[src/hdl/mlfqa_pkg.sv]
package mlfqa_pkg;

  localparam int MAX_PROCS = 16;
  localparam int PROC_W    = $clog2(MAX_PROCS);
  localparam int CNT_W     = PROC_W + 1;
  localparam int BURST_W   = 16;
  localparam int WAIT_W    = 8;
  localparam int NUM_LVL   = 3;
  localparam int LVL_W     = 2;
  localparam int OVL_W     = 4;
  localparam int QUANT_W   = 8;

  typedef logic [PROC_W-1:0]                 pid_t;
  typedef logic [CNT_W-1:0]                  cnt_t;
  typedef logic [MAX_PROCS-1:0][PROC_W-1:0]  lvl_arr_t;

  localparam logic [1:0] KIND_RUN  = 2'd0;
  localparam logic [1:0] KIND_OVL  = 2'd1;
  localparam logic [1:0] KIND_IDLE = 2'd2;

  localparam logic [LVL_W-1:0] LV_ONE   = 2'd0;
  localparam logic [LVL_W-1:0] LV_TWO   = 2'd1;
  localparam logic [LVL_W-1:0] LV_THREE = 2'd2;

  localparam logic [1:0] REG_QUANTUM  = 2'd0;
  localparam logic [1:0] REG_OVERHEAD = 2'd1;
  localparam logic [1:0] REG_AGING    = 2'd2;

  typedef enum logic [2:0] {
    S_IDLE,
    S_AGE2,
    S_AGE3,
    S_PICK,
    S_SRCH,
    S_START,
    S_OVL,
    S_RUN
  } state_t;

  typedef struct packed {
    logic             push_en;
    logic [LVL_W-1:0] push_lv;
    pid_t             push_val;
    logic             rm_en;
    logic [LVL_W-1:0] rm_lv;
    pid_t             rm_pos;
  } list_op_t;

  typedef struct packed {
    logic [1:0] kind;
    pid_t       pid;
    logic       done;
    logic       last;
  } slot_t;

endpackage

[src/hdl/mlfqa_lists.sv]
module mlfqa_lists (
  input  logic                clk,
  input  logic                rst,
  input  mlfqa_pkg::list_op_t op,
  output mlfqa_pkg::lvl_arr_t lists  [mlfqa_pkg::NUM_LVL],
  output mlfqa_pkg::cnt_t     counts [mlfqa_pkg::NUM_LVL]
);
  import mlfqa_pkg::*;

  lvl_arr_t arr      [NUM_LVL];
  cnt_t     cnt      [NUM_LVL];
  lvl_arr_t arr_next [NUM_LVL];
  cnt_t     cnt_next [NUM_LVL];

  // remove first (shift down), then append at the new tail
  always_comb begin
    for (int lv = 0; lv < NUM_LVL; lv++) begin
      arr_next[lv] = arr[lv];
      cnt_next[lv] = cnt[lv];
      if (op.rm_en && op.rm_lv == LVL_W'(lv) && CNT_W'(op.rm_pos) < cnt[lv]) begin
        for (int j = 0; j < MAX_PROCS - 1; j++) begin
          if (PROC_W'(j) >= op.rm_pos) begin
            arr_next[lv][j] = arr[lv][j+1];
          end
        end
        cnt_next[lv] = cnt[lv] - CNT_W'(1);
      end
      if (op.push_en && op.push_lv == LVL_W'(lv) && cnt_next[lv] < CNT_W'(MAX_PROCS)) begin
        arr_next[lv][cnt_next[lv][PROC_W-1:0]] = op.push_val;
        cnt_next[lv] = cnt_next[lv] + CNT_W'(1);
      end
    end
  end

  always_ff @(posedge clk) begin
    for (int lv = 0; lv < NUM_LVL; lv++) begin
      arr[lv] <= arr_next[lv];
    end
  end

  always_ff @(posedge clk) begin
    if (rst) begin
      for (int lv = 0; lv < NUM_LVL; lv++) begin
        cnt[lv] <= '0;
      end
    end else begin
      for (int lv = 0; lv < NUM_LVL; lv++) begin
        cnt[lv] <= cnt_next[lv];
      end
    end
  end

  assign lists  = arr;
  assign counts = cnt;

endmodule

[src/hdl/mlfqa_out_stage.sv]
module mlfqa_out_stage (
  input  logic             clk,
  input  logic             rst,
  input  logic             in_valid,
  input  mlfqa_pkg::slot_t in_slot,
  output logic             in_ready,
  output logic             m_tvalid,
  input  logic             m_tready,
  output logic [7:0]       m_tdata,  // ran_process[3:0], completed[4], zero
  output logic [1:0]       m_tuser,  // slot_kind
  output logic             m_tlast
);
  import mlfqa_pkg::*;

  slot_t held;
  logic  held_valid;

  assign in_ready = !held_valid || m_tready;

  always_ff @(posedge clk) begin
    if (rst) begin
      held_valid <= 1'b0;
    end else if (in_ready) begin
      held_valid <= in_valid;
    end
  end

  always_ff @(posedge clk) begin
    if (in_ready && in_valid) begin
      held <= in_slot;
    end
  end

  assign m_tvalid = held_valid;
  assign m_tdata  = {3'b000, held.done, held.pid};
  assign m_tuser  = held.kind;
  assign m_tlast  = held.last;

endmodule

[src/hdl/mlfq_scheduler_with_aging_core.sv]
// Admit: accepted in idle, ready again on the next cycle.
// Tick: on transfer the sequencer ages levels two and three, then picks; a new session
// is started (after a shortest-job search over level three when levels one and two are
// empty) and may emit overload slots before the run or idle slot that ends the tick.
// Results go through a one-entry output register; a stalled output holds the sequencer.
// Synchronous active-high reset empties all levels, clears waits and session, restores config.
module mlfq_scheduler_with_aging_core (
  input  logic        clk,
  input  logic        rst,
  input  logic        s_tvalid,
  output logic        s_tready,
  input  logic [23:0] s_tdata,   // process_slot[3:0], burst_length[19:4], zero
  input  logic        s_tuser,   // mode
  output logic        m_tvalid,
  input  logic        m_tready,
  output logic [7:0]  m_tdata,   // ran_process[3:0], completed[4], zero
  output logic [1:0]  m_tuser,   // slot_kind
  output logic        m_tlast,
  input  logic        cfg_wr_en,
  input  logic [1:0]  cfg_index,
  input  logic [7:0]  cfg_wr_data
);
  import mlfqa_pkg::*;

  state_t state, state_next;

  logic [QUANT_W-1:0] quantum;
  logic [OVL_W-1:0]   overhead;
  logic [WAIT_W-1:0]  aging_limit;

  logic [BURST_W-1:0] rem  [MAX_PROCS];
  logic [WAIT_W-1:0]  wait_cnt [MAX_PROCS];
  logic [MAX_PROCS-1:0] present;

  logic               sess_valid;
  pid_t               sess_pid;
  logic [LVL_W-1:0]   sess_lv;
  logic [BURST_W-1:0] slice_left;
  logic [BURST_W-1:0] limit;
  logic               prev_valid;
  pid_t               prev_pid;
  cnt_t               idx;
  pid_t               best_pos;
  logic [BURST_W-1:0] best_val;
  logic [OVL_W-1:0]   ovl_left;

  list_op_t lop;
  lvl_arr_t lists  [NUM_LVL];
  cnt_t     counts [NUM_LVL];

  logic  emit_valid, out_ready, fire;
  slot_t emit_slot;

  pid_t               in_pid;
  logic [BURST_W-1:0] in_burst;
  logic               admit_ok, tick_go;
  logic [LVL_W-1:0]   cur_lv;
  pid_t               age_pid;
  logic [WAIT_W-1:0]  age_w;
  logic               age_done, age_promote;
  pid_t               srch_pid;
  logic               srch_done;
  logic [BURST_W-1:0] run_rem, slice_dec, qeff;

  mlfqa_lists u_lists (
    .clk    (clk),
    .rst    (rst),
    .op     (lop),
    .lists  (lists),
    .counts (counts)
  );

  mlfqa_out_stage u_out (
    .clk      (clk),
    .rst      (rst),
    .in_valid (emit_valid),
    .in_slot  (emit_slot),
    .in_ready (out_ready),
    .m_tvalid (m_tvalid),
    .m_tready (m_tready),
    .m_tdata  (m_tdata),
    .m_tuser  (m_tuser),
    .m_tlast  (m_tlast)
  );

  assign in_pid   = s_tdata[PROC_W-1:0];
  assign in_burst = s_tdata[PROC_W+BURST_W-1:PROC_W];
  assign admit_ok = state == S_IDLE && s_tvalid && !s_tuser
                    && in_burst != '0 && !present[in_pid];
  assign tick_go  = state == S_IDLE && s_tvalid && s_tuser;

  assign cur_lv      = (state == S_AGE3) ? LV_THREE : LV_TWO;
  assign age_pid     = lists[cur_lv][idx[PROC_W-1:0]];
  assign age_w       = (wait_cnt[age_pid] == '1) ? wait_cnt[age_pid]
                                                 : wait_cnt[age_pid] + WAIT_W'(1);
  assign age_done    = idx >= counts[cur_lv];
  assign age_promote = age_w >= aging_limit;

  assign srch_pid  = lists[LV_THREE][idx[PROC_W-1:0]];
  assign srch_done = idx >= counts[LV_THREE];

  assign run_rem   = rem[sess_pid] - BURST_W'(1);
  assign slice_dec = slice_left - BURST_W'(1);
  assign qeff      = (quantum == '0) ? BURST_W'(1) : BURST_W'(quantum);

  assign fire = emit_valid && out_ready;

  // next state
  always_comb begin
    state_next = state;
    case (state)
      S_IDLE:  if (tick_go) state_next = S_AGE2;
      S_AGE2:  if (age_done) state_next = S_AGE3;
      S_AGE3:  if (age_done) state_next = S_PICK;
      S_PICK: begin
        if (sess_valid) begin
          state_next = S_RUN;
        end else if (counts[LV_ONE] != '0 || counts[LV_TWO] != '0) begin
          state_next = S_START;
        end else if (counts[LV_THREE] != '0) begin
          state_next = S_SRCH;
        end else begin
          state_next = S_RUN;
        end
      end
      S_SRCH:  if (srch_done) state_next = S_START;
      S_START: state_next = S_OVL;
      S_OVL:   if (ovl_left == '0) state_next = S_RUN;
      S_RUN:   if (out_ready) state_next = S_IDLE;
      default: state_next = S_IDLE;
    endcase
  end

  // outputs
  always_comb begin
    s_tready   = 1'b0;
    lop        = '0;
    emit_valid = 1'b0;
    emit_slot  = '0;
    case (state)
      S_IDLE: begin
        s_tready = 1'b1;
        if (admit_ok) begin
          lop.push_en  = 1'b1;
          lop.push_lv  = LV_ONE;
          lop.push_val = in_pid;
        end
      end
      S_AGE2, S_AGE3: begin
        if (!age_done && age_promote) begin
          lop.rm_en    = 1'b1;
          lop.rm_lv    = cur_lv;
          lop.rm_pos   = idx[PROC_W-1:0];
          lop.push_en  = 1'b1;
          lop.push_lv  = LV_ONE;
          lop.push_val = age_pid;
        end
      end
      S_PICK: begin
        if (!sess_valid) begin
          if (counts[LV_ONE] != '0) begin
            lop.rm_en = 1'b1;
            lop.rm_lv = LV_ONE;
          end else if (counts[LV_TWO] != '0) begin
            lop.rm_en = 1'b1;
            lop.rm_lv = LV_TWO;
          end
        end
      end
      S_SRCH: begin
        if (srch_done) begin
          lop.rm_en  = 1'b1;
          lop.rm_lv  = LV_THREE;
          lop.rm_pos = best_pos;
        end
      end
      S_OVL: begin
        emit_valid     = ovl_left != '0;
        emit_slot.kind = KIND_OVL;
      end
      S_RUN: begin
        emit_valid     = 1'b1;
        emit_slot.last = 1'b1;
        if (!sess_valid) begin
          emit_slot.kind = KIND_IDLE;
        end else begin
          emit_slot.kind = KIND_RUN;
          emit_slot.pid  = sess_pid;
          emit_slot.done = run_rem == '0;
          if (out_ready && run_rem != '0 && slice_dec == '0) begin
            lop.push_en  = 1'b1;
            lop.push_lv  = (sess_lv == LV_ONE) ? LV_TWO : LV_THREE;
            lop.push_val = sess_pid;
          end
        end
      end
      default: ;
    endcase
  end

  // remaining time per process, written on admit and on each run slot
  always_ff @(posedge clk) begin
    if (admit_ok) begin
      rem[in_pid] <= in_burst;
    end else if (state == S_RUN && out_ready && sess_valid) begin
      rem[sess_pid] <= run_rem;
    end
  end

  always_ff @(posedge clk) begin
    if (rst) begin
      state       <= S_IDLE;
      quantum     <= QUANT_W'(4);
      overhead    <= '0;
      aging_limit <= WAIT_W'(20);
      for (int i = 0; i < MAX_PROCS; i++) begin
        wait_cnt[i] <= '0;
      end
      present    <= '0;
      sess_valid <= 1'b0;
      sess_pid   <= '0;
      sess_lv    <= LV_ONE;
      slice_left <= '0;
      limit      <= '0;
      prev_valid <= 1'b0;
      prev_pid   <= '0;
      idx        <= '0;
      best_pos   <= '0;
      best_val   <= '0;
      ovl_left   <= '0;
    end else begin
      state <= state_next;
      if (cfg_wr_en) begin
        case (cfg_index)
          REG_QUANTUM:  quantum     <= cfg_wr_data;
          REG_OVERHEAD: overhead    <= cfg_wr_data[OVL_W-1:0];
          REG_AGING:    aging_limit <= cfg_wr_data;
          default: ;
        endcase
      end
      case (state)
        S_IDLE: begin
          if (admit_ok) begin
            wait_cnt[in_pid] <= '0;
            present[in_pid]  <= 1'b1;
          end
          if (tick_go) idx <= '0;
        end
        S_AGE2, S_AGE3: begin
          if (age_done) begin
            idx <= '0;
          end else if (age_promote) begin
            wait_cnt[age_pid] <= '0;
          end else begin
            wait_cnt[age_pid] <= age_w;
            idx <= idx + CNT_W'(1);
          end
        end
        S_PICK: begin
          if (!sess_valid) begin
            if (counts[LV_ONE] != '0) begin
              sess_pid   <= lists[LV_ONE][0];
              sess_lv    <= LV_ONE;
              limit      <= qeff;
              sess_valid <= 1'b1;
            end else if (counts[LV_TWO] != '0) begin
              sess_pid   <= lists[LV_TWO][0];
              sess_lv    <= LV_TWO;
              limit      <= qeff << 1;
              sess_valid <= 1'b1;
            end else if (counts[LV_THREE] != '0) begin
              best_pos <= '0;
              best_val <= rem[lists[LV_THREE][0]];
              idx      <= CNT_W'(1);
            end
          end
        end
        S_SRCH: begin
          if (srch_done) begin
            sess_pid   <= lists[LV_THREE][best_pos];
            sess_lv    <= LV_THREE;
            sess_valid <= 1'b1;
          end else begin
            if (rem[srch_pid] < best_val) begin
              best_pos <= idx[PROC_W-1:0];
              best_val <= rem[srch_pid];
            end
            idx <= idx + CNT_W'(1);
          end
        end
        S_START: begin
          slice_left <= (sess_lv == LV_THREE || rem[sess_pid] < limit) ? rem[sess_pid]
                                                                       : limit;
          wait_cnt[sess_pid] <= '0;
          ovl_left <= (prev_valid && prev_pid != sess_pid) ? overhead : '0;
        end
        S_OVL: begin
          if (fire) ovl_left <= ovl_left - OVL_W'(1);
        end
        S_RUN: begin
          if (out_ready) begin
            if (!sess_valid) begin
              prev_valid <= 1'b0;
            end else begin
              slice_left <= slice_dec;
              if (run_rem == '0) begin
                sess_valid        <= 1'b0;
                prev_valid        <= 1'b0;
                present[sess_pid] <= 1'b0;
              end else begin
                prev_valid <= 1'b1;
                prev_pid   <= sess_pid;
                if (slice_dec == '0) begin
                  wait_cnt[sess_pid] <= '0;
                  sess_valid         <= 1'b0;
                end
              end
            end
          end
        end
        default: ;
      endcase
    end
  end

endmodule
[config.mk]
export PLATFORM = sky130hd
export DESIGN_NAME = mlfq_scheduler_with_aging_core
export DESIGN_NICKNAME = d
export VERILOG_FILES = /design/src/hdl/mlfqa_pkg.sv /design/src/hdl/mlfqa_lists.sv /design/src/hdl/mlfqa_out_stage.sv /design/src/hdl/mlfq_scheduler_with_aging_core.sv
export SDC_FILE = /design/constraint.sdc
export NUM_CORES = 2
export LEC_CHECK = 0
export BUFFER_PORTS_ARGS = -buffer_cell sky130_fd_sc_hd__clkbuf_2
export CAP_MARGIN = 20
export CORE_MARGIN = 4
export CORE_UTILIZATION = 26
export CTS_CLUSTER_DIAMETER = 40
export DETAILED_ROUTE_END_ITERATION = 10
export MAX_ROUTING_LAYER = met4
export PLACE_DENSITY_LB_ADDON = 0.05
export SYNTH_ARGS = -nofsm -noshare
export SYNTH_HDL_FRONTEND = slang
export SYNTH_SLANG_ARGS = --single-unit
[constraint.sdc]
create_clock -name clk -period 20.8 [get_ports clk]
set_input_delay 3.12 -clock clk [delete_from_list [all_inputs] [get_ports clk]]
set_output_delay 3.12 -clock clk [all_outputs]
set_load 0.005 [all_outputs]
==> out/metrics.cfg <==
[detailed_routing]
vias=28200
antenna_left=0
drt_iter0_drc=2286
drt_first_pass_iters=6
wirelength_um=143000
post_drt_wl_per_cell_um=26.5
routed_via_density=5.23
drc=0

[sta]
slew_headroom=0.255
fmax_ghz=0.0820
rsz0062_at_grt=no
setup_viol=0
period_share=0.586
timing.final.ws_setup_ps=8600
finClkSkew_ps=34.1
finalHoldViolations=0
tightest_slew_ps=1110
period_needed_ps=12200
finalSetupTns_ps=0
slew_violations=0

[yosys]
synth-adder-area-share=0.0240
ys_ff_latch=709
synth_area_um2=39500
synth_largest_area_cell=edfxtp_1
ys_seq_area_frac=0.461
ys_types=94
synth_edf_count=404
synthMuxAreaShare=0.304
yosys_most_used_dff=edfxtp_1
synth_xor_area_frac=0.00864
synth_top_family_by_area=multiplexers
synth_area_per_cell_um2=12.6
synthTopCellsByArea=edfxtp_1 (31%), mux4_2 (18%), dfxtp_1 (15%)
synth_cells=3149
synth_compound_area_frac=0.0675
yosysMostFrequentCell=mux2i_1
yosys.area_share.simple=0.102
async_flop_share=0
ys_warn_count=0
synth_commonest_cells=mux2i_1 (449), edfxtp_1 (404), mux4_2 (321), dfxtp_1 (305), nor2_1 (245)
synth_top_area_frac=0.307

[critical_path]
crit_path_end=u_lists.lists[31]
arrival_ps=12760
rr_startpoint=idx[0]
startpoint=idx[0]
worst_setup_path_start_kind=flop
cp-end-kind=flop
worstRegToRegCells=36
cp_slowest_cell=nor4b_2
r2r_end=u_lists.lists[31]
critical_path_class=flop to flop
max_stage_delay_ps=780
cp.required_ps=21360
reg2reg_slack_ps=8600
critPathMaxFanout=31

[cts]
holdBufCountCts=0
htree_levels=4
cts_setup_buffers=0
cts_root_buf=clkbuf_16
cts_tree=built
clock_sinks=709
cts_max_path_buffers=3
clk_latency_ps=750
cts.clk_slew.worst_paths_ps=50
numCtsBuffers=159
ctsResizeCount=0

[floorplanning]
die-area_um2=158000
rows=142
core_um2=150000
die_w_um=398
start_util=0.263
die_y_um=398
io_pins=53

[grt]
grt_pass1_wl_um=207000
track_usage=0.184
first_global_vias=29000
globalRouteOverflowTotal=0
grt_max_degree=65
antenna_found_initial=7

[pwr]
ir_worst_vdd_uv=74.5
p_per_area_nw_per_um2=95.6
power.leakage_nw=18.1

[run]
max_cap_violations=0

[hold_path]
hold_class=flop to flop

[place]
dpl_worst_slack_ps=8070
place_congestion=0.843
port_buffers=45
dp_hpwl_um=94700

[cells_and_area]
drive_gt1_frac=0.247
nets=3347
synthToLayoutAreaGrowth_pct=21.2
utilization=0.318
fillers=15000

[run_status]
outcome=complete, no violations

worst max-delay path, delay by kind of cell (launching register included):
kind,cells,cell delay (ps)
compound gates,11,2730
xor+xnor,1,270
fa+ha+maj,4,1160
buf+inv,5,1530
flops,1,740
mux,4,1810
simple gates,11,3670
how the worst min path moves through the flow:
stage                start          end  cells past startpoint
2_1_floorplan     limit[1]     limit[1]                      2
3_5_place_dp    present[5]   present[5]                      2
4_1_cts         present[5]   present[5]                      2
5_1_grt        present[11]  present[11]                      2
3_3_place_gp   present[15]  present[15]                      2
6_report          limit[1]     limit[1]                      2
layout by cell type (no fill, tap or decap), types with 30 or more instances in the layout:
cell and n:
clkbuf_16 164, nor2_1 229, nand4_1 37, nand3_1 74
nor4_1 30, nor3_1 124, xnor2_1 32, ha_1 75
a21oi_1 93, buf_4 97, a211oi_1 35, dfxtp_1 296
inv_1 86, mux4_2 320, edfxtp_1 404, mux2i_1 448
o21ai_0 73, clkbuf_2 44, nand2_1 165
state kept, by name, indices dropped and copies added (netlist names), 5 cells and up, named ones only:
name and count:
best_val 16, idx 5, limit 9, u_lists.counts 15
present 16, aging_limit 8, u_out.m_tdata 5, u_lists.lists 192
rem 256, quantum 8, slice_left 16, wait_cnt 128
area by class of cell:
cell class / count / area, µm² / share of cell area
Timing Repair Buffer: 146 / 995 / 0.0208
Clock buffer: 195 / 4280 / 0.0893
Sequential cell: 709 / 18300 / 0.381
Tap cell: 2016 / 2520 / 0.0526
Multi-Input combinational cell: 2127 / 20100 / 0.421
Clock inverter: 101 / 1360 / 0.0284
Inverter: 89 / 334 / 0.00697
Antenna cell: 4 / 10.0 / 0.000209
power by group:
part	internal, mW	switching, mW	leakage [nW]
Sequential	1.53	0.0442	6.30
Combinational	0.130	0.230	9.11
Clock	1.81	0.838	2.73
layer usage:
layer | up-vias | wire length, µm | share of wire | track usage
met2 | 909 | 67900 | 0.48 | 0.292
met5 | - | 0 | 0 | -
met3 | 248 | 8470 | 0.059 | 0.0442
met4 | 0 | 4240 | 0.030 | 0.0608
met1 | 14400 | 62300 | 0.44 | 0.231
li1 | 12600 | - | - | -
cell families after synthesis:
family | Yosys count
AOI/OAI and AO/OA | 397
xor gates and xnor gates | 39
adders and majority gates | 76
buffers and inverters | 315
DFF | 709
muxes | 795
other | 1
and+or+nand+nor | 817
per-stage QoR:
step                cells  hold slack (ps)  instance area, µm²  power [mW]
floorplan            3151              432               39500        1.82
global placement     5081              453               42200        1.96
detailed placement   5083              463               42200        1.97
CTS                  5379              473               47900        4.66
global route         5387              491               47900        4.77
finish               5387              473               47900        4.58
No activity file was read; power rests on OpenSTA's default activity.
